===== src/sv/rpe_pkg.sv =====
// ---------------------------------------------------------------------------
// rpe_pkg
// shared constants, types and rounding for the rotary position embedding
// ---------------------------------------------------------------------------
package rpe_pkg;

   localparam int MAX_POSITIONS = 1024;
   localparam int MAX_HALF      = 64;
   localparam int DATA_WIDTH    = 16;

   localparam int ROW_BITS   = $clog2(MAX_POSITIONS);
   localparam int COL_BITS   = $clog2(MAX_HALF);
   localparam int ADDR_BITS  = ROW_BITS + COL_BITS;
   localparam int TABLE_DEPTH = MAX_POSITIONS * MAX_HALF;

   localparam int HALF_BITS = 7;
   localparam int ROWS_BITS = 11;
   localparam int POS_BITS  = 11;
   localparam int CSR_BITS  = 11;
   localparam int COEF_BITS = 16;

   localparam int PROD_BITS = DATA_WIDTH + COEF_BITS;
   localparam int SUM_BITS  = PROD_BITS + 1;
   localparam int QUOT_BITS = SUM_BITS - 15;

   localparam logic [HALF_BITS-1:0] HALF_RESET = HALF_BITS'(64);
   localparam logic [ROWS_BITS-1:0] ROWS_RESET = ROWS_BITS'(1024);

   typedef enum logic {
      CSR_HALF_WIDTH = 1'b0,
      CSR_TABLE_ROWS = 1'b1
   } csr_index_type;

   typedef enum logic {
      KIND_LOAD   = 1'b0,
      KIND_ROTATE = 1'b1
   } kind_type;

   typedef struct packed {
      logic                       en;
      logic                       we;
      logic [ADDR_BITS-1:0]       addr;
      logic [2*COEF_BITS-1:0]     wdata;
   } ram_req_type;

   typedef struct packed {
      logic                          valid;
      logic                          oor;
      logic signed [DATA_WIDTH-1:0]  x_first;
      logic signed [DATA_WIDTH-1:0]  x_second;
   } stage_type;

   function automatic logic signed [DATA_WIDTH-1:0] round_sat(
      input logic signed [SUM_BITS-1:0] sum
   );
      logic signed [SUM_BITS-1:0]  v;
      logic signed [QUOT_BITS-1:0] q;
      logic signed [QUOT_BITS-1:0] hi;
      logic signed [QUOT_BITS-1:0] lo;
      v  = sum + SUM_BITS'(16384);
      q  = QUOT_BITS'(v >>> 15);
      hi = QUOT_BITS'((64'sd1 <<< (DATA_WIDTH - 1)) - 64'sd1);
      lo = -hi - QUOT_BITS'(1);
      if (q > hi) begin
         round_sat = DATA_WIDTH'(hi);
      end else if (q < lo) begin
         round_sat = DATA_WIDTH'(lo);
      end else begin
         round_sat = DATA_WIDTH'(q);
      end
   endfunction

endpackage


===== src/sv/rpe_addr.sv =====
// ---------------------------------------------------------------------------
// rpe_addr
// input register, position wrap, range check and table access
// ---------------------------------------------------------------------------
module rpe_addr (
   input  logic                                  clock,
   input  logic                                  reset,
   input  logic                                  advance,
   input  logic                                  accept,
   input  logic                                  kind,
   input  logic [rpe_pkg::ROW_BITS-1:0]          load_row,
   input  logic [rpe_pkg::COL_BITS-1:0]          column,
   input  logic [rpe_pkg::COEF_BITS-1:0]         cos_value,
   input  logic [rpe_pkg::COEF_BITS-1:0]         sin_value,
   input  logic signed [rpe_pkg::POS_BITS-1:0]   position,
   input  logic signed [rpe_pkg::DATA_WIDTH-1:0] x_first,
   input  logic signed [rpe_pkg::DATA_WIDTH-1:0] x_second,
   input  logic [rpe_pkg::HALF_BITS-1:0]         half_width,
   input  logic [rpe_pkg::ROWS_BITS-1:0]         table_rows,
   output rpe_pkg::ram_req_type                  ram_req,
   output rpe_pkg::stage_type                    stage
);
   import rpe_pkg::*;

   logic                         valid_ff, valid_in;
   logic                         kind_ff;
   logic [ROW_BITS-1:0]          row_ff;
   logic [COL_BITS-1:0]          col_ff;
   logic [COEF_BITS-1:0]         cos_ff;
   logic [COEF_BITS-1:0]         sin_ff;
   logic signed [POS_BITS-1:0]   pos_ff;
   logic signed [DATA_WIDTH-1:0] x1_ff;
   logic signed [DATA_WIDTH-1:0] x2_ff;
   stage_type                    stage_ff, stage_in;

   logic signed [POS_BITS:0]     wpos;
   logic                         oor;

   assign valid_in = accept;

   always_ff @(posedge clock) begin
      if (reset) begin
         valid_ff <= 1'b0;
      end else if (advance) begin
         valid_ff <= valid_in;
      end
   end

   always_ff @(posedge clock) begin
      if (advance && accept) begin
         kind_ff <= kind;
         row_ff  <= load_row;
         col_ff  <= column;
         cos_ff  <= cos_value;
         sin_ff  <= sin_value;
         pos_ff  <= position;
         x1_ff   <= x_first;
         x2_ff   <= x_second;
      end
   end

   // negative position wraps once by the row count
   always_comb begin
      wpos = (POS_BITS+1)'(pos_ff);
      if (pos_ff < 0) begin
         wpos = (POS_BITS+1)'(pos_ff) + signed'({1'b0, table_rows});
      end
      oor = wpos[POS_BITS]
         || (wpos[POS_BITS-1:0] >= table_rows)
         || (wpos[POS_BITS-1:0] >= POS_BITS'(MAX_POSITIONS))
         || (HALF_BITS'(col_ff) >= half_width)
         || (HALF_BITS'(col_ff) >= HALF_BITS'(MAX_HALF));
   end

   always_comb begin
      ram_req.en    = advance && valid_ff;
      ram_req.we    = (kind_ff == KIND_LOAD);
      ram_req.wdata = {sin_ff, cos_ff};
      if (kind_ff == KIND_LOAD) begin
         ram_req.addr = {row_ff, col_ff};
      end else begin
         ram_req.addr = {wpos[ROW_BITS-1:0], col_ff};
      end
   end

   always_comb begin
      stage_in.valid    = valid_ff && (kind_ff == KIND_ROTATE);
      stage_in.oor      = oor;
      stage_in.x_first  = x1_ff;
      stage_in.x_second = x2_ff;
   end

   always_ff @(posedge clock) begin
      if (reset) begin
         stage_ff.valid <= 1'b0;
      end else if (advance) begin
         stage_ff.valid <= stage_in.valid;
      end
   end

   always_ff @(posedge clock) begin
      if (advance) begin
         stage_ff.oor      <= stage_in.oor;
         stage_ff.x_first  <= stage_in.x_first;
         stage_ff.x_second <= stage_in.x_second;
      end
   end

   assign stage = stage_ff;

endmodule


===== config.mk =====
export PLATFORM = sky130hd
export DESIGN_NAME = rpe_addr
export DESIGN_NICKNAME = d
export VERILOG_FILES = /design/src/sv/rpe_pkg.sv /design/src/sv/rpe_addr.sv
export SDC_FILE = /design/constraint.sdc
export NUM_CORES = 1
export LEC_CHECK = 0
export BUFFER_PORTS_ARGS = -buffer_cell sky130_fd_sc_hd__clkbuf_2
export CAP_MARGIN = 20
export CORE_MARGIN = 3
export CORE_UTILIZATION = 40
export CTS_CLUSTER_SIZE = 25
export DETAILED_ROUTE_END_ITERATION = 16
export PLACE_DENSITY = 0.73
export SYNTH_ARGS = -nofsm -noshare
export SYNTH_HDL_FRONTEND = slang
export SYNTH_SLANG_ARGS = --single-unit
export TNS_END_PERCENT = 100

===== constraint.sdc =====
create_clock -name clock -period 4.9 [get_ports clock]
set_input_delay 0.49 -clock clock [delete_from_list [all_inputs] [get_ports clock]]
set_output_delay 0.49 -clock clock [all_outputs]
set_load 0.005 [all_outputs]

==> impl_metrics.yaml <==
setup_path:
  ff2ff_path_depth: 13
  max_stage_delay_ns: 0.50
  end_kind: "flip-flop"
  worst-setup-path-type: "flip-flop to flip-flop"
  worstReg2RegStart: "pos_ff[6]$_DFFE_PP_"
  slowest_stage: "or4_4"
  cp_cell_sequence: "ha_1 > or4_4 > or2_0 > o22ai_1 > xnor2_1 > mux2_4 > ha_1 > a21oi_1 > nand3_1 > a31o_2 > o211ai_1 > nand4_1 > a31o_2"
  crit_required_ns: 5.05
  reg2reg_slack_ns: 1.43
  cp-startpoint: "pos_ff[6]$_DFFE_PP_"
  critPathArrivalTime_ns: 3.62
  crit_end: "stage[32]$_DFFE_PP_"
  worstPathMaxFanout: 4
  regToRegEndpoint: "stage[32]$_DFFE_PP_"
  startpoint_type: "flip-flop"
logic_synthesis:
  synth_edf_count: 125
  synth.cell_area_sq_um: 4945
  yosys_warnings: 0
  ys_seq_elements: 127
  ys.flop_type: "edfxtp_1"
  synthCells: 282
  synth.avg_cell_area_sq_um: 17.53
  syn_nets: 424
  ys_seq_area_share_pct: 76.72
  async_flop_share_pct: 0
  synthDistinctLibCells: 41
drt:
  finalWirelength_um: 11030
  drcViolationCount: 0
  first_pass_iters: 6
  post_drt_wl_per_cell_um: 16.37
  ant_nets: 0
  vias: 3128
  drt_iter0_drc: 155
  vias_per_cell: 4.641
clock_network:
  clock_latency_ns: 0.40
  cts.path.max_buffers: 2
  hold_buffers: 0
  clk_pin_slew_ns: 0.06
  clkSinkCount: 127
  cts_resized: 0
  h-tree-depth: 4
  cts_made_buffers: 17
  root_buffer: "clkbuf_16"
  post_cts.repair.setup_buffers: 0
  cts_tree: "built"
power:
  pwr-share-comb_pct: 10.1
  net-switching-power_uw: 658.0
  p_clk_share_pct: 44.1
  p_leak_nw: 2.888
  powerDensity_nw_per_um2: 422.0
  pwr-share-seq_pct: 45.9
  ir_worst_vdd_uv: 284.6
  internal_power_mw: 2.185
  swShare_pct: 23.14
  report.power.total_mw: 2.843
sta:
  whs_ns: 0.2584
  fin_crit_ns: 3.470
  fin_crit_sh_pct: 70.82
  drv_slew: 0
  skew_ns: 0.005015
  max_freq_mhz: 288.2
  finalSetupViolations: 0
  hold_viol: 0
  layout_setup_ws_ns: 1.430
  tightest_slew_ns: 0.9616
  grt_setup_unrepaired: "false"
  finalSetupTns_ns: 0
  slew_headroom_pct: 35.89
outcome:
  status: "finished, final reports clean"
cells_and_area:
  drive_gt1_share_pct: 48.63
  nNetsFinal: 639
  fillCellCount: 924
  multi_input_area_sq_um: 1052
  num_antenna_cells: 0
  layout_commonest_cell: "clkbuf_2"
  regArea_sq_um: 3794
  mostFrequentLayoutCells: "clkbuf_2 (197), edfxtp_1 (125), ha_1 (27)"
  syn2layout_area_growth_pct: 36.26
global_route:
  grt_pass1_wl_um: 16900
  grt_start_max_net_pins: 75
  grt_overflow: 0
  grt_pass1_vias: 3447
  antenna_found_initial: 0
  track_usage_pct: 16.62
placement:
  dp_slack_ns: 1.229
  place_hpwl_um: 8514
  io_buffers: 197
  globalplace.congestion: 0.8959
floorplanning:
  rows: 39
  start_util_pct: 42.05
  die_area_sq_um: 13730
  die_h_um: 117.2
  core_sq_um: 11760
  fp.dieW_um: 117.2
  ios: 198
hold_path:
  worstHoldPathType: "primary input to flip-flop"
run:
  max-cap-violations: 0
## sequential cells by signal, summed over array words and instances, names as in the netlist
register,count
kind_ff,1
x2_ff,16
cos_ff,16
sin_ff,16
stage,34
row_ff,10
valid_ff,1
col_ff,6
x1_ff,16
pos_ff,11
## kinds of logic (layout without fill, tap and decap cells)
| family | after synthesis | after routing | share of synthesized area (%) |
|---|---|---|---|
| xor gates and xnor gates | 7 | 7 | 1.240 |
| muxes | 13 | 13 | 3.087 |
| AOI/OAI and AO/OA | 43 | 43 | 5.921 |
| DFF | 127 | 127 | 76.72 |
| adders and majority gates | 28 | 28 | 7.237 |
| and+or+nand+nor | 39 | 39 | 3.745 |
| buffers and inverters | 25 | 253 | 2.050 |
## layout make-up
class | count | share of cell area (%)
repair buffers | 199 | 14.86
flip-flops and latches | 127 | 56.30
clock buffers | 17 | 6.314
well taps | 164 | 3.046
clock inverters | 15 | 2.637
multi-input cells | 130 | 15.62
inverters | 22 | 1.226
## per-stage QoR
step	cells	instance area (sq um)	util [%]
finish	674	6738	57.29
global route	674	6738	57.29
CTS	674	6738	57.29
detailed placement	642	6135	52.17
global placement	642	6135	52.17
floorplan	282	4945	-
## synth_stat cells (2+ instances only)
cell type | instances | share of area (%)
nand2_1 | 12 | 0.91
clkbuf_1 | 2 | 0.15
dfxtp_1 | 2 | 0.81
nor2b_1 | 3 | 0.38
nand3_1 | 3 | 0.30
o211ai_1 | 4 | 0.61
ha_1 | 27 | 6.8
a21oi_1 | 14 | 1.4
a31o_2 | 3 | 0.53
o21a_1 | 3 | 0.46
inv_1 | 22 | 1.7
edfxtp_1 | 125 | 76
and2_1 | 2 | 0.25
mux2_4 | 2 | 0.61
nor2_1 | 12 | 0.91
nor3_1 | 2 | 0.20
a211oi_1 | 2 | 0.30
a21o_1 | 2 | 0.30
mux2_2 | 10 | 2.3
xnor2_1 | 6 | 1.1
o21ai_0 | 4 | 0.40
## worst min-delay path by stage
stage                              startpoint                   to  slack, ns  cells past startpoint
after floorplan            x2_ff[0]$_DFFE_PP_   stage[0]$_DFFE_PP_       0.40                      0
after global placement    x2_ff[15]$_DFFE_PP_  stage[15]$_DFFE_PP_       0.40                      0
after detailed placement   x1_ff[7]$_DFFE_PP_  stage[23]$_DFFE_PP_       0.40                      0
after CTS                         load_row[1]  row_ff[1]$_DFFE_PP_       0.24                      1
after global routing             cos_value[7]  cos_ff[7]$_DFFE_PP_       0.24                      1
final                             load_row[1]  row_ff[1]$_DFFE_PP_       0.26                      1
## metal layers
| layer | global-route usage [%] | part of all wire, % | vias up |
|---|---|---|---|
| met3 | 8.586 | 9.8 | 15 |
| li1 | - | - | 1519 |
| met5 | 0 | 0 | - |
| met1 | 18.47 | 37 | 1456 |
| met2 | 27.79 | 52 | 138 |
| met4 | 5.199 | 1.4 | 0 |
## power groups by stage
stage               Combinational (mW)  Sequential, mW  Clock (mW)
finish                           0.286            1.30        1.25
global route                     0.325            1.31        1.33
CTS                              0.291            1.31        1.28
detailed placement               0.289            1.33           0
global placement                 0.281            1.32           0
floorplan                        0.144            1.32           0
## critical path: cells and delay by family (launching register included)
family,cells,cell delay (ns)
AND/OR/NAND/NOR,4,0.94
adder cells (fa/ha/maj),2,0.54
AO/OA/AOI/OAI,5,0.95
flip-flops,1,0.43
XOR/XNOR,1,0.09
multiplexers,1,0.27
Note: power is estimated with default switching activity, not from simulation.
