$ cat config.mk
export PLATFORM = sky130hd
export DESIGN_NAME = rpe_rotate
export DESIGN_NICKNAME = d
export VERILOG_FILES = /design/src/sv/rpe_pkg.sv /design/src/sv/rpe_rotate.sv
export SDC_FILE = /design/constraint.sdc
export NUM_CORES = 2
export LEC_CHECK = 0
export BUFFER_PORTS_ARGS = -buffer_cell sky130_fd_sc_hd__buf_2
export CAP_MARGIN = 25
export CORE_AREA = 2 2 368 261
export DETAILED_ROUTE_END_ITERATION = 12
export DIE_AREA = 0 0 370 263
export PLACE_DENSITY = 0.67
export SYNTH_ARGS = -nofsm -noshare
export SYNTH_HDL_FRONTEND = slang
export SYNTH_SLANG_ARGS = --single-unit
$ cat constraint.sdc
create_clock -name clock -period 9.71 [get_ports clock]
set_clock_uncertainty 0.2 [all_clocks]
set_input_delay 1.942 -clock clock [delete_from_list [all_inputs] [get_ports clock]]
set_output_delay 1.942 -clock clock [all_outputs]
set_load 0.01 [all_outputs]
$ cat src/sv/rpe_pkg.sv
// ---------------------------------------------------------------------------
// rpe_pkg
// shared constants, types and rounding for the rotary position embedding
// ---------------------------------------------------------------------------
package rpe_pkg;

   localparam int MAX_POSITIONS = 1024;
   localparam int MAX_HALF      = 64;
   localparam int DATA_WIDTH    = 16;

   localparam int ROW_BITS   = $clog2(MAX_POSITIONS);
   localparam int COL_BITS   = $clog2(MAX_HALF);
   localparam int ADDR_BITS  = ROW_BITS + COL_BITS;
   localparam int TABLE_DEPTH = MAX_POSITIONS * MAX_HALF;

   localparam int HALF_BITS = 7;
   localparam int ROWS_BITS = 11;
   localparam int POS_BITS  = 11;
   localparam int CSR_BITS  = 11;
   localparam int COEF_BITS = 16;

   localparam int PROD_BITS = DATA_WIDTH + COEF_BITS;
   localparam int SUM_BITS  = PROD_BITS + 1;
   localparam int QUOT_BITS = SUM_BITS - 15;

   localparam logic [HALF_BITS-1:0] HALF_RESET = HALF_BITS'(64);
   localparam logic [ROWS_BITS-1:0] ROWS_RESET = ROWS_BITS'(1024);

   typedef enum logic {
      CSR_HALF_WIDTH = 1'b0,
      CSR_TABLE_ROWS = 1'b1
   } csr_index_type;

   typedef enum logic {
      KIND_LOAD   = 1'b0,
      KIND_ROTATE = 1'b1
   } kind_type;

   typedef struct packed {
      logic                       en;
      logic                       we;
      logic [ADDR_BITS-1:0]       addr;
      logic [2*COEF_BITS-1:0]     wdata;
   } ram_req_type;

   typedef struct packed {
      logic                          valid;
      logic                          oor;
      logic signed [DATA_WIDTH-1:0]  x_first;
      logic signed [DATA_WIDTH-1:0]  x_second;
   } stage_type;

   function automatic logic signed [DATA_WIDTH-1:0] round_sat(
      input logic signed [SUM_BITS-1:0] sum
   );
      logic signed [SUM_BITS-1:0]  v;
      logic signed [QUOT_BITS-1:0] q;
      logic signed [QUOT_BITS-1:0] hi;
      logic signed [QUOT_BITS-1:0] lo;
      v  = sum + SUM_BITS'(16384);
      q  = QUOT_BITS'(v >>> 15);
      hi = QUOT_BITS'((64'sd1 <<< (DATA_WIDTH - 1)) - 64'sd1);
      lo = -hi - QUOT_BITS'(1);
      if (q > hi) begin
         round_sat = DATA_WIDTH'(hi);
      end else if (q < lo) begin
         round_sat = DATA_WIDTH'(lo);
      end else begin
         round_sat = DATA_WIDTH'(q);
      end
   endfunction

endpackage

$ cat src/sv/rpe_rotate.sv
// ---------------------------------------------------------------------------
// rpe_rotate
// product stage followed by sum, rounding and saturation
// ---------------------------------------------------------------------------
module rpe_rotate (
   input  logic                                  clock,
   input  logic                                  reset,
   input  logic                                  advance,
   input  rpe_pkg::stage_type                    stage,
   input  logic [2*rpe_pkg::COEF_BITS-1:0]       coef,
   output logic                                  res_valid,
   output logic signed [rpe_pkg::DATA_WIDTH-1:0] res_y_first,
   output logic signed [rpe_pkg::DATA_WIDTH-1:0] res_y_second,
   output logic                                  res_oor
);
   import rpe_pkg::*;

   logic signed [COEF_BITS-1:0] c_val;
   logic signed [COEF_BITS-1:0] s_val;

   logic                        valid_ff;
   logic                        oor_ff;
   logic signed [PROD_BITS-1:0] x1c_ff, x1c_in;
   logic signed [PROD_BITS-1:0] x2s_ff, x2s_in;
   logic signed [PROD_BITS-1:0] x1s_ff, x1s_in;
   logic signed [PROD_BITS-1:0] x2c_ff, x2c_in;

   logic signed [SUM_BITS-1:0]  sum_first;
   logic signed [SUM_BITS-1:0]  sum_second;

   assign c_val = signed'(coef[COEF_BITS-1:0]);
   assign s_val = signed'(coef[2*COEF_BITS-1:COEF_BITS]);

   assign x1c_in = stage.x_first * c_val;
   assign x2s_in = stage.x_second * s_val;
   assign x1s_in = stage.x_first * s_val;
   assign x2c_in = stage.x_second * c_val;

   always_ff @(posedge clock) begin
      if (reset) begin
         valid_ff <= 1'b0;
      end else if (advance) begin
         valid_ff <= stage.valid;
      end
   end

   always_ff @(posedge clock) begin
      if (advance) begin
         oor_ff <= stage.oor;
         x1c_ff <= x1c_in;
         x2s_ff <= x2s_in;
         x1s_ff <= x1s_in;
         x2c_ff <= x2c_in;
      end
   end

   assign sum_first  = SUM_BITS'(x1c_ff) - SUM_BITS'(x2s_ff);
   assign sum_second = SUM_BITS'(x1s_ff) + SUM_BITS'(x2c_ff);

   always_comb begin
      res_valid = valid_ff;
      res_oor   = oor_ff;
      if (oor_ff) begin
         res_y_first  = '0;
         res_y_second = '0;
      end else begin
         res_y_first  = round_sat(sum_first);
         res_y_second = round_sat(sum_second);
      end
   end

endmodule

==> metrics.txt <==
# TYPE chip_impl_metric gauge
chip_impl_metric{name="design.core.area",unit="µm²"} 93500
chip_impl_info{name="clock-root-buffer",value="sky130_fd_sc_hd__clkbuf_16"} 1
chip_impl_metric{name="post_route_cells_drive_above_1_share",unit="%"} 4.31
chip_impl_info{name="setup.worst_path.end_class",value="register"} 1
chip_impl_info{name="setup_crit_start",value="coef[1]"} 1
chip_impl_metric{name="num_io_pins",unit=""} 103
chip_impl_metric{name="route.final.wire_length",unit="µm"} 113000
chip_impl_metric{name="cts-htree-levels",unit=""} 4
chip_impl_metric{name="worstPathMaxFanout",unit=""} 21
chip_impl_info{name="crit_path_top_delay_cell",value="sky130_fd_sc_hd__fa_1"} 1
chip_impl_metric{name="post_cts.resized_instances",unit=""} 0
chip_impl_metric{name="timing.critical_path.required",unit="ns"} 9.70
chip_impl_metric{name="synth_enable_flop_cells",unit=""} 129
chip_impl_metric{name="gr-usage-met2",unit="%"} 36.9
chip_impl_metric{name="filler_cell_count",unit=""} 8554
chip_impl_metric{name="pin_count_of_the_biggest_net_entering_global_routing",unit=""} 67
chip_impl_metric{name="grtUsageTotal",unit="%"} 24.6
chip_impl_metric{name="max_slew.worst_pin.slew",unit="ns"} 0.994
chip_impl_info{name="timing.setup.critical_path_class",value="primary input to register"} 1
chip_impl_metric{name="multiInputGateArea",unit="µm²"} 37400
chip_impl_info{name="timing.critical_path.mode_cell",value="sky130_fd_sc_hd__fa_1"} 1
chip_impl_metric{name="cpPeakStageDelay",unit="ns"} 0.91
chip_impl_metric{name="finalSetupTns",unit="ns"} 0
chip_impl_info{name="status",value="finished, final reports clean"} 1
chip_impl_metric{name="critical_path_buf_inv_count",unit=""} 4
chip_impl_info{name="timing.critical_path.cells",value="buf_2, nand2_1, inv_1, fa_1, fa_1, fa_1, fa_1, fa_1, inv_1, fa_1, inv_1, ha_1, and3_1, nand2_1, o21ai_0, or3_1, o211ai_1, a31oi_1, a21oi_1"} 1
chip_impl_metric{name="route.detailed.drc",unit=""} 0
chip_impl_metric{name="vias_per_cell",unit=""} 5.32
chip_impl_metric{name="yosysUniqueCellTypes",unit=""} 72
chip_impl_metric{name="nets",unit=""} 6431
chip_impl_metric{name="grtUsageMet1",unit="%"} 36.7
chip_impl_metric{name="dp.final_hpwl",unit="µm"} 92500
chip_impl_metric{name="die_x",unit="µm"} 370
chip_impl_metric{name="drv_cap",unit=""} 0
chip_impl_metric{name="routedWlPerCell",unit="µm"} 18.4
chip_impl_metric{name="sequential_standard_cell_area",unit="µm²"} 3890
chip_impl_metric{name="vias",unit=""} 32600
chip_impl_metric{name="grt_util_met3",unit="%"} 5.71
chip_impl_info{name="globalRoute.busiestLayer",value="met2"} 1
chip_impl_metric{name="timing_max_transition_violations_final",unit=""} 0
chip_impl_metric{name="ys_ff_latch",unit=""} 130
chip_impl_metric{name="postSynth.asyncResetShare",unit="%"} 0
chip_impl_metric{name="placement_rows",unit=""} 94
chip_impl_info{name="start_kind",value="primary input"} 1
chip_impl_metric{name="clkTransAtPathRegs",unit="ns"} 0.07
chip_impl_metric{name="cts_hold_bufs",unit=""} 0
chip_impl_metric{name="die-height",unit="µm"} 263
chip_impl_metric{name="ys_warn_count",unit=""} 0
chip_impl_metric{name="timing.max_slew.rel_slack",unit="%"} 33.7
chip_impl_info{name="ys.flop_type",value="sky130_fd_sc_hd__edfxtp_1"} 1
chip_impl_metric{name="postSynthNetCount",unit=""} 6463
chip_impl_info{name="hold_path_class",value="register to register"} 1
chip_impl_metric{name="port_buffers",unit=""} 102
chip_impl_info{name="hp-start",value="res_valid$_SDFFE_PP0P_"} 1
chip_impl_metric{name="sequential_element_share_of_the_synthesized_area",unit="%"} 8.38
chip_impl_metric{name="min_period_over_period",unit="%"} 88.0
chip_impl_metric{name="fmax",unit="MHz"} 117
chip_impl_metric{name="finalWorstPathRequiredPeriod",unit="ns"} 8.54
chip_impl_metric{name="post_cts_repair_timing_setup_buffer_count",unit=""} 0
chip_impl_metric{name="syn-mean-instance-area",unit="µm²"} 9.50
chip_impl_metric{name="num_clock_sinks",unit=""} 130
chip_impl_metric{name="cp_data_arrival_time",unit="ns"} 8.53
chip_impl_metric{name="antenna_left",unit=""} 0
chip_impl_metric{name="cts_made_buffers",unit=""} 17
chip_impl_metric{name="postLayoutCoreUtil",unit="%"} 52.1
chip_impl_metric{name="number_of_global_route_vias_before_repair",unit=""} 34800
chip_impl_info{name="cts_tree",value="yes"} 1
chip_impl_metric{name="number_of_iterations_in_the_first_detailed_routing_pass",unit=""} 5
chip_impl_info{name="grt_setup_unrepaired",value="false"} 1
chip_impl_metric{name="worst_skew_pair_latency",unit="ns"} 0.48
chip_impl_info{name="crit_family",value="adder cells"} 1
chip_impl_metric{name="antenna_violations_before_repair",unit=""} 8
chip_impl_metric{name="die-area",unit="µm²"} 97300
chip_impl_metric{name="grt_overflow",unit=""} 0
chip_impl_metric{name="post_synth_inst_count",unit=""} 4896
chip_impl_metric{name="synthesis_to_finish_area_growth",unit="%"} 4.82
chip_impl_metric{name="place_congestion",unit=""} 0.881
chip_impl_metric{name="maximum_number_of_buffers_from_clock_root_to_sink",unit=""} 2
chip_impl_metric{name="final-hold-violation-count",unit=""} 0
chip_impl_metric{name="final-setup-viol-count",unit=""} 0
chip_impl_metric{name="initial_core_util",unit="%"} 49.7
chip_impl_metric{name="synth.cell_area",unit="µm²"} 46500
chip_impl_metric{name="grt_pass1_wl",unit="µm"} 187000
chip_impl_metric{name="dr.first_iter.drc_count",unit=""} 2513
chip_impl_info{name="reg2reg_from",value="res_valid$_SDFFE_PP0P_"} 1
## final cells by class
class | count | share of cell area [%]
Antenna cell | 1 | 0.00514
Clock buffer | 17 | 0.873
Clock inverter | 15 | 0.293
Inverter | 1178 | 9.07
Multi-Input combinational cell | 3386 | 76.7
Sequential cell | 130 | 7.99
Tap cell | 1248 | 3.20
Timing Repair Buffer | 151 | 1.82
## Yosys cell counts, drive strengths merged (3+ instances only)
cell | count | area [µm²]
nor2 | 128 | 480
and4 | 4 | 35.0
xnor2 | 131 | 1150
xor2 | 35 | 307
o21bai | 25 | 188
a31o | 10 | 87.6
nor3b | 3 | 22.5
a211o | 6 | 53.8
fa | 1048 | 21000
or2 | 6 | 37.5
o31ai | 4 | 30.0
o31a | 4 | 36.3
nor2b | 14 | 87.6
a41o | 4 | 40.0
nor3 | 24 | 136
clkbuf | 194 | 728
nand3 | 26 | 130
or3 | 8 | 50.1
nand2b | 29 | 181
a211oi | 12 | 95.1
nand4 | 10 | 62.6
o211a | 3 | 37.5
and3 | 15 | 93.8
o21ai | 59 | 299
buf | 8 | 47.5
o211ai | 7 | 62.6
ha | 450 | 5630
nand2 | 527 | 1980
a21oi | 126 | 631
and2 | 498 | 3120
a311oi | 4 | 35.0
o21a | 20 | 150
inv | 1178 | 4420
a31oi | 10 | 62.6
edfxtp | 129 | 3870
a21o | 111 | 833
## per-layer routing
metal	part of all wire (%)	vias to the layer above
li1	-	14600
met1	45	16800
met2	44	1122
met3	9.5	131
met4	1.5	6
met5	0.035	-
## path summary, 6_finish.rpt
path	endpoint	slack (ns)	cells after the start
min reg2reg	res_valid$_SDFFE_PP0P_	0.29	2
max	x2c_ff[29]$_DFFE_PP_	1.17	19
max reg2reg	res_valid$_SDFFE_PP0P_	8.93	2
min	res_valid$_SDFFE_PP0P_	0.29	2
## per-stage QoR
step	hold slack, ns	instances	worst slack, ns	cell area [µm²]
floorplan	0.328	4896	1.69	46500
global placement	0.277	6093	0.824	48200
detailed placement	0.279	6093	0.791	48200
CTS	0.296	6125	1.29	48700
global route	0.352	6125	0.870	48700
finish	0.294	6126	1.17	48700
## worst reg2reg max path, cell delays in order (launching register included)
cell and delay, ns:
sky130_fd_sc_hd__dfxtp_1 0.31, sky130_fd_sc_hd__mux2i_1 0.12, sky130_fd_sc_hd__nor2_1 0.05
## kinds of logic after synthesis
group	share of synthesized area (%)
buf+inv	11.2
xor+xnor	3.13
fa+ha+maj	57.2
flops	8.38
simple gates	13.9
compound gates	6.10
mux	0.0538
## sequential cells by signal, indices dropped and copies added, names as in the netlist
name	cells
res_oor	1
x2s_ff	32
x1c_ff	32
x1s_ff	32
res_valid	1
x2c_ff	32
## layout by cell type (no fill, tap or decap), types with 5 or more instances in the layout
cell	netlist	routed
sky130_fd_sc_hd__a211o_1	5	5
sky130_fd_sc_hd__a211oi_1	11	11
sky130_fd_sc_hd__a21o_1	111	111
sky130_fd_sc_hd__a21oi_1	126	126
sky130_fd_sc_hd__a31o_2	7	7
sky130_fd_sc_hd__a31oi_1	10	10
sky130_fd_sc_hd__and2_1	498	498
sky130_fd_sc_hd__and3_1	15	15
sky130_fd_sc_hd__buf_2	2	101
sky130_fd_sc_hd__buf_4	0	49
sky130_fd_sc_hd__clkbuf_16	0	17
sky130_fd_sc_hd__edfxtp_1	129	129
sky130_fd_sc_hd__fa_1	1048	1048
sky130_fd_sc_hd__ha_1	450	450
sky130_fd_sc_hd__inv_1	1178	1178
sky130_fd_sc_hd__nand2_1	526	526
sky130_fd_sc_hd__nand2b_1	29	29
sky130_fd_sc_hd__nand3_1	26	26
sky130_fd_sc_hd__nand4_1	10	10
sky130_fd_sc_hd__nor2_1	128	128
sky130_fd_sc_hd__nor2b_1	14	14
sky130_fd_sc_hd__nor3_1	22	22
sky130_fd_sc_hd__o211ai_1	5	5
sky130_fd_sc_hd__o21a_1	20	20
sky130_fd_sc_hd__o21ai_0	47	47
sky130_fd_sc_hd__o21ai_1	11	11
sky130_fd_sc_hd__o21bai_1	25	25
sky130_fd_sc_hd__or2_2	5	5
sky130_fd_sc_hd__or3_1	8	8
sky130_fd_sc_hd__xnor2_1	131	131
sky130_fd_sc_hd__xor2_1	35	35
Power is left out: the tool's default activity adds up to more than one toggle a clock period on the data nets, which glitch-free logic cannot reach.
