$ cat src/sv/rpe_pkg.sv
// ---------------------------------------------------------------------------
// rpe_pkg
// shared constants, types and rounding for the rotary position embedding
// ---------------------------------------------------------------------------
package rpe_pkg;

   localparam int MAX_POSITIONS = 1024;
   localparam int MAX_HALF      = 64;
   localparam int DATA_WIDTH    = 16;

   localparam int ROW_BITS   = $clog2(MAX_POSITIONS);
   localparam int COL_BITS   = $clog2(MAX_HALF);
   localparam int ADDR_BITS  = ROW_BITS + COL_BITS;
   localparam int TABLE_DEPTH = MAX_POSITIONS * MAX_HALF;

   localparam int HALF_BITS = 7;
   localparam int ROWS_BITS = 11;
   localparam int POS_BITS  = 11;
   localparam int CSR_BITS  = 11;
   localparam int COEF_BITS = 16;

   localparam int PROD_BITS = DATA_WIDTH + COEF_BITS;
   localparam int SUM_BITS  = PROD_BITS + 1;
   localparam int QUOT_BITS = SUM_BITS - 15;

   localparam logic [HALF_BITS-1:0] HALF_RESET = HALF_BITS'(64);
   localparam logic [ROWS_BITS-1:0] ROWS_RESET = ROWS_BITS'(1024);

   typedef enum logic {
      CSR_HALF_WIDTH = 1'b0,
      CSR_TABLE_ROWS = 1'b1
   } csr_index_type;

   typedef enum logic {
      KIND_LOAD   = 1'b0,
      KIND_ROTATE = 1'b1
   } kind_type;

   typedef struct packed {
      logic                       en;
      logic                       we;
      logic [ADDR_BITS-1:0]       addr;
      logic [2*COEF_BITS-1:0]     wdata;
   } ram_req_type;

   typedef struct packed {
      logic                          valid;
      logic                          oor;
      logic signed [DATA_WIDTH-1:0]  x_first;
      logic signed [DATA_WIDTH-1:0]  x_second;
   } stage_type;

   function automatic logic signed [DATA_WIDTH-1:0] round_sat(
      input logic signed [SUM_BITS-1:0] sum
   );
      logic signed [SUM_BITS-1:0]  v;
      logic signed [QUOT_BITS-1:0] q;
      logic signed [QUOT_BITS-1:0] hi;
      logic signed [QUOT_BITS-1:0] lo;
      v  = sum + SUM_BITS'(16384);
      q  = QUOT_BITS'(v >>> 15);
      hi = QUOT_BITS'((64'sd1 <<< (DATA_WIDTH - 1)) - 64'sd1);
      lo = -hi - QUOT_BITS'(1);
      if (q > hi) begin
         round_sat = DATA_WIDTH'(hi);
      end else if (q < lo) begin
         round_sat = DATA_WIDTH'(lo);
      end else begin
         round_sat = DATA_WIDTH'(q);
      end
   endfunction

endpackage

$ cat src/sv/rpe_out_buf.sv
// ---------------------------------------------------------------------------
// rpe_out_buf
// two entry output buffer with a registered ready toward the pipeline
// ---------------------------------------------------------------------------
module rpe_out_buf (
   input  logic                                  clock,
   input  logic                                  reset,
   input  logic                                  in_valid,
   output logic                                  in_ready,
   input  logic [2*rpe_pkg::DATA_WIDTH-1:0]      in_data,
   input  logic                                  in_flag,
   output logic                                  out_valid,
   input  logic                                  out_ready,
   output logic [2*rpe_pkg::DATA_WIDTH-1:0]      out_data,
   output logic                                  out_flag
);
   import rpe_pkg::*;

   logic                        main_valid_ff, main_valid_in;
   logic [2*DATA_WIDTH-1:0]     main_data_ff,  main_data_in;
   logic                        main_flag_ff,  main_flag_in;
   logic                        spare_valid_ff, spare_valid_in;
   logic [2*DATA_WIDTH-1:0]     spare_data_ff,  spare_data_in;
   logic                        spare_flag_ff,  spare_flag_in;
   logic                        push;

   assign in_ready = !spare_valid_ff;
   assign push     = in_valid && in_ready;

   always_comb begin
      main_valid_in  = main_valid_ff;
      main_data_in   = main_data_ff;
      main_flag_in   = main_flag_ff;
      spare_valid_in = spare_valid_ff;
      spare_data_in  = spare_data_ff;
      spare_flag_in  = spare_flag_ff;
      if (!main_valid_ff || out_ready) begin
         if (spare_valid_ff) begin
            main_valid_in  = 1'b1;
            main_data_in   = spare_data_ff;
            main_flag_in   = spare_flag_ff;
            spare_valid_in = 1'b0;
         end else begin
            main_valid_in = push;
            main_data_in  = in_data;
            main_flag_in  = in_flag;
         end
      end else if (push) begin
         spare_valid_in = 1'b1;
         spare_data_in  = in_data;
         spare_flag_in  = in_flag;
      end
   end

   always_ff @(posedge clock) begin
      if (reset) begin
         main_valid_ff  <= 1'b0;
         spare_valid_ff <= 1'b0;
      end else begin
         main_valid_ff  <= main_valid_in;
         spare_valid_ff <= spare_valid_in;
      end
   end

   always_ff @(posedge clock) begin
      main_data_ff  <= main_data_in;
      main_flag_ff  <= main_flag_in;
      spare_data_ff <= spare_data_in;
      spare_flag_ff <= spare_flag_in;
   end

   assign out_valid = main_valid_ff;
   assign out_data  = main_data_ff;
   assign out_flag  = main_flag_ff;

endmodule
$ cat config.mk
export PLATFORM = sky130hd
export DESIGN_NAME = rpe_out_buf
export DESIGN_NICKNAME = d
export VERILOG_FILES = /design/src/sv/rpe_pkg.sv /design/src/sv/rpe_out_buf.sv
export SDC_FILE = /design/constraint.sdc
export NUM_CORES = 1
export LEC_CHECK = 0
export BUFFER_PORTS_ARGS = -buffer_cell sky130_fd_sc_hd__buf_2
export CAP_MARGIN = 20
export CORE_MARGIN = 8
export CORE_UTILIZATION = 45
export DETAILED_ROUTE_END_ITERATION = 12
export PLACE_DENSITY = 0.82
export SYNTH_ARGS = -nofsm -noshare
export SYNTH_HDL_FRONTEND = slang
export SYNTH_SLANG_ARGS = --single-unit
$ cat constraint.sdc
create_clock -name clock -period 6.4 [get_ports clock]
set_input_delay 0.96 -clock clock [delete_from_list [all_inputs] [get_ports clock]]
set_output_delay 0.96 -clock clock [all_outputs]
set_load 0.05 [all_outputs]
==> results of run 1 <==
==> power breakdown <==
group / internal, W / switching (W)
sequential: 0.000513 / 0.00000776
clock: 0.000221 / 0.000161
combinational: 0.0000360 / 0.0000824
==> cells in the mapped netlist (all sizes together) <==
cell type / n / area, µm²
a21oi: 1 / 5.00
buf: 4 / 66.3
dfxtp: 2 / 40.0
edfxtp: 66 / 1980
inv: 1 / 3.75
mux2: 33 / 473
nand2b: 1 / 6.26
nor2: 1 / 3.75
nor3: 1 / 5.00
nor3b: 1 / 7.51
==> how the worst min path moves through the flow <==
stage	slack [ns]	cells after the start	startpoint	endpoint
2_1_floorplan	0.52	1	spare_data_ff[0]	out_data[0]
3_3_place_gp	0.53	1	spare_data_ff[19]	out_data[19]
3_5_place_dp	0.54	1	spare_data_ff[3]	out_data[3]
4_1_cts	0.55	1	spare_data_ff[3]	out_data[3]
5_1_grt	0.56	1	spare_data_ff[3]	out_data[3]
6_report	0.55	1	spare_data_ff[16]	out_data[16]
==> placed cells by master, fill, tap and decap left out, drive strengths merged <==
| master | instances |
|---|---|
| buf | 72 |
| edfxtp | 66 |
| mux2 | 33 |
| clkbuf | 9 |
| clkinvlp | 3 |
| bufinv | 2 |
| inv | 2 |
| dfxtp | 2 |
| nand2b | 1 |
| nor3b | 1 |
| nor2 | 1 |
| a21oi | 1 |
| nor3 | 1 |
| clkinv | 1 |
==> sequential cells by signal, indices dropped and copies added, names as in the netlist <==
register        cells
out_data           32
spare_data_ff      32
out_flag            1
out_valid           1
spare_flag_ff       1
spare_valid_ff      1
==> layout make-up <==
type,count,area [µm²],area share [%]
multi-input combinational,38,508,15.8
clock buffer,9,124,3.86
clock inverter,7,100,3.12
tap,72,90.1,2.80
inverter,1,3.75,0.117
timing repair buffer,72,363,11.3
sequential,68,2020,63.0
==> layer usage <==
layer,vias up,part of all wire (%)
met4,0,2.1
met1,588,42
met5,-,0
li1,597,-
met2,53,49
met3,9,7.8
==> cells by family (layout without fill, tap and decap cells) <==
family | Yosys count | in the layout | synth area share [%]
AOI/OAI and AO/OA | 1 | 1 | 0.193
DFF | 68 | 68 | 78.0
buffers and inverters | 5 | 89 | 2.70
and+or+nand+nor | 4 | 4 | 0.869
muxes | 33 | 33 | 18.2
==> metrics by stage <==
step / total power (W) / setup WS [ns]
CTS: 0.00103 / 3.27
floorplan: 0.000617 / 1.57
finish: 0.00102 / 3.33
detailed placement: 0.000651 / 2.90
global placement: 0.000649 / 2.96
global route: 0.00106 / 3.08
==> results.md, run 1 <==
- Outcome: finished, final reports clean
- Final period utilization: 48.0%
- Design area: 3210 µm²
- Pwr/cell area: 318 nW/µm²
- Crit path from: out_ready
- Ratio of cells with drive above 1 in the final layout: 63.6%
- WP buf/inv: 2
- Final hold vios: 0
- Setup crit end kind: register
- Delay-heaviest family, CP: simple AND/OR/NAND/NOR gates
- GR Util met1: 12.2%
- R2R Path Start: out_valid
- Max Cap Viol: 0
- Core area: 5540 µm²
- Clk sinks: 68
- Slew HR: 27.4%
- Endpoints failing setup: 0
- Max Buffers Root-to-Sink: 2
- Maximum clock frequency: 0.325 GHz
- Row Count: 27
- Initial Util: 46.8%
- Synthesis-to-finish area growth: 23.9%
- Initial antenna violation count: 0
- Setup Skew: 0.00948 ns
- Leak: 1.26 nW
- Met2 Use GR: 17.6%
- Crit path to: spare_data_ff[30]
- Total congestion overflow: 0
- Setup bufs post-CTS: 0
- Worst Tran Pin Value: 1.09 ns
- Htree depth: 3
- Antenna-violating nets left: 0
- Critical Path RT: 6.42 ns
- Post-Syn Nets: 148
- FF-to-FF End: spare_data_ff[30]
- Drt total wl: 4550 µm
- Sequential cell area fraction in the yosys report: 78.0%
- Post-synthesis cell type count: 13
- Hold WC Path Type: reg -> reg
- Fin cells: 267
- Total Neg Setup Slack: 0 ns
- CTS Root Cell: clkbuf_8
- Antenna Diode Count: 0
- Cells after Synth: 111
- Slowest cell on crit path: nor3b_2
- DRC violations left: 0
- Skew-Pair Late Insertion Delay: 0.34 ns
- Die area: 8450 µm²
- Critical path type: in -> reg
- 1st-iter DRT viols: 106
- WP depth: 4
- Top Ports: 72
- RD Place Congestion: 0.697
- Top fanout value on the critical path: 36
- Die H: 91.9 µm
- First-pass GRT wire length: 7050 µm
- Maximum vdd drop: 0.000181 V
- Hold_ws: 0.550 ns
- Avg Inst Size Synth: 23.4 µm²
- All-Layer GR Usage: 11.2%
- # resized after CTS: 0
- Final Util: 58.0%
- Reg clk slew, reported paths: 0.07 ns
- First-pass DRT Iterations: 4
- Final max-slew violation count: 0
- Clock period minus worst slack: 3.07 ns
- Max stage delay on crit path: 1.02 ns
- Reg2reg path depth: 3
- Cell Area, Synth: 2590 µm²
- Startpoint Class: input pin
- Drt wl/cell: 17.0 µm
- Final HPWL DP: 3260 µm
- Fill count: 441
- CTS tree: done
- Synthesis Warnings: 0
- Critical path arrival: 3.10 ns
- Placed Area: 2990 µm²
- NumNets Final: 227
- Placed insts: 251
- Most used routing layer: met2
- Vias: 1,247
- Num CTS Buffers: 9
- Chip width: 91.9 µm
- Met3 Usage GRT: 4.89%
- Flops & latches, synth: 68
- Vias per Instance: 4.67
- Critical-path cell list: buf_2 -> nand2b_2 -> nor3b_2 -> buf_4
- Largest net degree at the start of global routing: 37
- R2R Setup Slk: 3.78 ns
- IO Port Bufs: 71
- RSZ-0062 raised after global routing: false
- Number of global-route vias before repair: 1,375
- Hold-fix buffers, CTS: 0
Note: power is estimated with default switching activity, not from simulation.
==> run 2: changes to the inputs <==
==> constraint.sdc (replaced) <==
create_clock -name clock -period 3.2 [get_ports clock]
set_input_delay 0.48 -clock clock [delete_from_list [all_inputs] [get_ports clock]]
set_output_delay 0.48 -clock clock [all_outputs]
set_load 0.05 [all_outputs]
==> results.md, run 2 (synthesis results as in run 1) <==
- Largest net degree at the start of global routing: 36 (-2.7%)
- Most frequent cells in the layout: 71 x buf_2, 66 x edfxtp_1, 27 x mux2_4
- DRC violations left: 0 (unchanged)
- Chip width: 91.9 µm (unchanged)
- Initial Util: 46.8% (unchanged)
- Switch Pwr: 0.000485 W (+93%)
- Endpoints failing setup: 0 (unchanged)
- Int Power: 0.00153 W (+98%)
- RSZ-0062 raised after global routing: false
- Final hold vios: 0 (unchanged)
- Clock period minus worst slack: 1.66 ns
- Setup bufs post-CTS: 0 (unchanged)
- Number of global-route vias before repair: 1,410 (+2.5%)
- IO Port Bufs: 71 (unchanged)
- Final Util: 58.0% (about the same)
- Row Count: 27 (unchanged)
- Final max-slew violation count: 0 (unchanged)
- Leak: 1.28 nW (+1.1%)
- 1st-iter DRT viols: 56 (-47%)
- Ratio of cells with drive above 1 in the final layout: 62.4% (-1.2 points)
- Seq pwr share: 51.7% (+0.7 points)
- Critical path type: reg -> reg
- RD Place Congestion: 0.677 (-3.0%)
- Max Buffers Root-to-Sink: 2 (unchanged)
- Placed insts: 253 (+0.80%)
- Pwr/cell area: 626 nW/µm² (+97%)
- Top Ports: 72 (unchanged)
- # resized after CTS: 0 (unchanged)
- Clk network pwr share: 36.3% (-1.1 points)
- Max Cap Viol: 0 (unchanged)
- Total congestion overflow: 0 (unchanged)
- Num CTS Buffers: 9 (unchanged)
- Maximum vdd drop: 0.000298 V (+65%)
- Vias: 1,291 (+3.5%)
- First-pass DRT Iterations: 4 (unchanged)
- Top fanout value on the critical path: 26 (-28%)
- Critical Path RT: 3.28 ns (-3.14 ns)
- Maximum clock frequency: 0.601 GHz
- CTS tree: done
- Clk sinks: 68 (unchanged)
- Die area: 8450 µm² (unchanged)
- Hold-fix buffers, CTS: 0 (unchanged)
- NumNets Final: 229 (+0.88%)
- Antenna-violating nets left: 0 (unchanged)
- Switching Share: 24.1% (-0.49 points)
- Final HPWL DP: 3430 µm (+5.2%)
- Combinational Power Share: 12.0% (+0.4 points)
- Hold WC Path Type: in -> reg
- CTS Root Cell: clkbuf_8
- Startpoint Class: register
- Total Neg Setup Slack: 0 ns (unchanged)
- Synthesis-to-finish area growth: 24.0% (about the same)
- Vias per Instance: 4.80 (+2.8%)
- Reg clk slew, reported paths: 0.07 ns (about the same)
- Drt wl/cell: 17.9 µm (+5.2%)
- Antenna Diode Count: 0 (unchanged)
- Worst Tran Pin Value: 0.463 ns (-0.627 ns)
- Total chip power: 0.00201 W (+97%)
- Core area: 5540 µm² (unchanged)
- All-Layer GR Usage: 12.0% (+0.76 points)
- First-pass GRT wire length: 7500 µm (+6.4%)
- Die H: 91.9 µm (unchanged)
- Most common cell after layout, fill and taps aside: buf_2
- Slew HR: 69.1% (+42 points)
- Outcome: finished, final reports clean
- Setup Skew: 0.00617 ns (-0.00331 ns)
- Critical path arrival: 1.74 ns (-1.36 ns)
- Final period utilization: 52.0%
- Fin cells: 269 (+0.75%)
- Skew-Pair Late Insertion Delay: 0.33 ns (about the same)
- Initial antenna violation count: 0 (unchanged)
- Drt total wl: 4820 µm (+6.0%)
- Setup crit end kind: register
- Htree depth: 3 (unchanged)
==> run 2: cell types whose count changed in the layout (fill, tap and decap cells not counted) <==
cell        change
nor3b_2         -1
clkinv_4        -1
clkinv_2        +2
inv_6           -1
buf_4           +2
nor3b_4         +1
clkinvlp_4      -3
clkinv_1        +3
==> run 2: stage by stage <==
stage	setup slack [ns]	hold WS [ns]	cell area, µm²
3_5_place_dp	1.23	0.534	3010
3_3_place_gp	1.29	0.528	3010
5_1_grt	1.46	0.309	3210
6_report	1.54	0.320	3210
2_1_floorplan	0.249	0.523	2600
4_1_cts	1.54	0.294	3210
==> run 2: cell type report <==
type                    instances  area, µm²
fillers                       444       2330
multi-input cells              38        514
repair buffers                 74        378
clock buffers                   9        124
flip-flops and latches         68       2020
well taps                      72       90.1
inverters                       1       3.75
clock inverters                 7       81.3
==> run 2: worst max-delay path, stage by stage (launching register included) <==
cell and delay, ns:
dfxtp_2 0.53, buf_4 0.47, mux2_2 0.39
==> run 2: final timing paths <==
path	slack [ns]	endpoint	depth (start not counted)	from
hold / removal	0.32	out_valid	2	reset
setup / recovery	1.54	out_data[31]	2	spare_valid_ff
setup reg to reg	1.54	out_data[31]	2	spare_valid_ff
hold reg to reg	0.55	out_data[6]	1	spare_data_ff[6]
==> run 2: power by group through the flow <==
stage / Clock (W) / Sequential [W] / Combinational, W
4_1_cts: 0.000746 / 0.00104 / 0.000245
3_3_place_gp: 0 / 0.00106 / 0.000241
5_1_grt: 0.000780 / 0.00104 / 0.000254
3_5_place_dp: 0 / 0.00106 / 0.000245
6_report: 0.000731 / 0.00104 / 0.000242
2_1_floorplan: 0 / 0.00118 / 0.0000561
==> run 2: routing by layer <==
layer  global-route usage (%)  part of all wire (%)  vias up
li1                         -                     -      602
met5                        0                     0        -
met2                     19.4                    50       51
met1                     12.6                    41      629
met3                     4.24                   7.1        9
met4                     8.86                   2.4        0
==> run 3: changes to the inputs <==
==> constraint.sdc (replaced) <==
create_clock -name clock -period 1.7 [get_ports clock]
set_input_delay 0.255 -clock clock [delete_from_list [all_inputs] [get_ports clock]]
set_output_delay 0.255 -clock clock [all_outputs]
set_load 0.05 [all_outputs]
==> results.md, run 3 (synthesis results as in run 1) <==
- Hold WC Path Type: in -> reg
- Startpoint Class: register
- Slowest cell on crit path: dfxtp_2
- Initial antenna violation count: 0 (unchanged)
- Critical path type: reg -> out
- Top Ports: 72 (unchanged)
- Worst slack, placed: 0.397 ns (-0.834 ns)
- Core area: 5540 µm² (unchanged)
- R2R Path Start: spare_valid_ff
- Ratio of cells with drive above 1 in the final layout: 64.1% (+1.7 points)
- Critical path arrival: 1.28 ns (-0.46 ns)
- Pwr/cell area: 1080 nW/µm² (+73%)
- All-Layer GR Usage: 11.1% (-0.90 points)
- WP buf/inv: 3 (+2)
- Setup Skew: 0.00540 ns (-0.000769 ns)
- Reg clk slew, reported paths: 0.06 ns (about the same)
- Die area: 8450 µm² (unchanged)
- CTS Root Cell: clkbuf_8
- Htree depth: 3 (unchanged)
- R2R Setup Slk: 0.44 ns (-1.10 ns)
- Min setup slack post-route: 0.166 ns (-1.37 ns)
- Crit path from: spare_valid_ff
- Final hold vios: 0 (unchanged)
- Most common cell after layout, fill and taps aside: buf_2
- Top fanout value on the critical path: 13 (-50%)
- Die H: 91.9 µm (unchanged)
- Crit path to: in_ready
- Max Cap Viol: 0 (unchanged)
- RD Place Congestion: 0.645 (-4.7%)
- Design area: 3200 µm² (-0.39%)
- Reg2reg path depth: 2 (unchanged)
- Delay-heaviest family, CP: buffers and inverters
- Row Count: 27 (unchanged)
- Vias: 1,248 (-3.3%)
- Leak: 1.28 nW (about the same)
- NumNets Final: 231 (+0.87%)
- Num CTS Buffers: 9 (unchanged)
- Max stage delay on crit path: 0.40 ns (-0.13 ns)
- Final HPWL DP: 3270 µm (-4.5%)
- Drt wl/cell: 16.4 µm (-8.3%)
- Total congestion overflow: 0 (unchanged)
- Hold-fix buffers, CTS: 0 (unchanged)
- Synthesis-to-finish area growth: 23.5%
- # resized after CTS: 0 (unchanged)
- Antenna-violating nets left: 0 (unchanged)
- Critical-path cell list: buf_4 -> inv_1 -> buf_2
- Most frequent cells in the layout: 71 x buf_2, 66 x edfxtp_1, 27 x mux2_4
- Antenna Diode Count: 0 (unchanged)
- Critical Path RT: 1.44 ns (-1.84 ns)
- Clk sinks: 68 (unchanged)
- Slew HR: 70.3% (+1.2 points)
- Skew-Pair Late Insertion Delay: 0.33 ns (about the same)
- Outcome: finished, final reports clean
- First-pass GRT wire length: 7090 µm (-5.5%)
- Drt total wl: 4440 µm (-7.9%)
- Initial Util: 46.8% (unchanged)
- Number of global-route vias before repair: 1,395 (-1.1%)
- First-pass DRT Iterations: 4 (unchanged)
- Clock period minus worst slack: 1.53 ns
- RSZ-0062 raised after global routing: false
- Maximum clock frequency: 0.652 GHz
- FF-to-FF End: out_data[23]
- Setup crit end kind: output pin
- Chip width: 91.9 µm (unchanged)
- IO Port Bufs: 71 (unchanged)
- Final period utilization: 90.3%
- Maximum vdd drop: 0.000738 V (+150%)
- WP depth: 3 (+1)
- Max Buffers Root-to-Sink: 2 (unchanged)
- Placed Area: 3050 µm² (+1.2%)
- Final Util: 57.8% (-0.23 points)
- Worst Tran Pin Value: 0.446 ns (-0.0173 ns)
- 1st-iter DRT viols: 61 (+8.9%)
- CTS tree: done
- DRC violations left: 0 (unchanged)
- Total Neg Setup Slack: 0 ns (unchanged)
- Vias per Instance: 4.62 (-3.7%)
- Worst min-delay path startpoint: reset
- Endpoints failing setup: 0 (unchanged)
- Setup bufs post-CTS: 0 (unchanged)
- Final max-slew violation count: 0 (unchanged)
- Largest net degree at the start of global routing: 36 (unchanged)
-- run 3: worst min-delay path by stage --
| stage | to | slack [ns] | cells past startpoint |
|---|---|---|---|
| final | out_valid | 0.09 | 2 |
| after floorplan | out_valid | 0.31 | 1 |
| after detailed placement | out_valid | 0.43 | 2 |
| after global placement | out_valid | 0.42 | 2 |
| after CTS | out_valid | 0.07 | 2 |
| after global routing | out_valid | 0.09 | 2 |
-- run 3: metal layers --
metal	vias to the layer above	part of all wire [%]	track usage, %
met5	-	0	0
met2	42	51	18.1
met3	6	6.4	5.13
li1	601	-	-
met4	0	1.3	5.23
met1	599	42	12.0
-- run 3: layout make-up --
| cell class | instances | area (µm²) |
|---|---|---|
| fillers | 443 | 2340 |
| flip-flops and latches | 68 | 2030 |
| multi-input cells | 38 | 519 |
| repair buffers | 76 | 405 |
| clock buffers | 9 | 124 |
| well taps | 72 | 90.1 |
| clock inverters | 6 | 32.5 |
| inverters | 1 | 3.75 |
-- run 3: metrics by stage --
step	std cells	power, W	hold slack [ns]
final	270	0.00347	0.0885
after detailed placement	255	0.00246	0.427
after floorplan	111	0.00232	0.314
after global routing	270	0.00361	0.0888
after global placement	255	0.00245	0.421
after CTS	270	0.00352	0.0684
-- run 3: power breakdown --
group	switching (W)	total (W)	internal, W
clock	0.000550	0.00106	0.000507
sequential	0.0000208	0.00195	0.00193
combinational	0.000318	0.000459	0.000141
total	0.000889	0.00347	0.00258
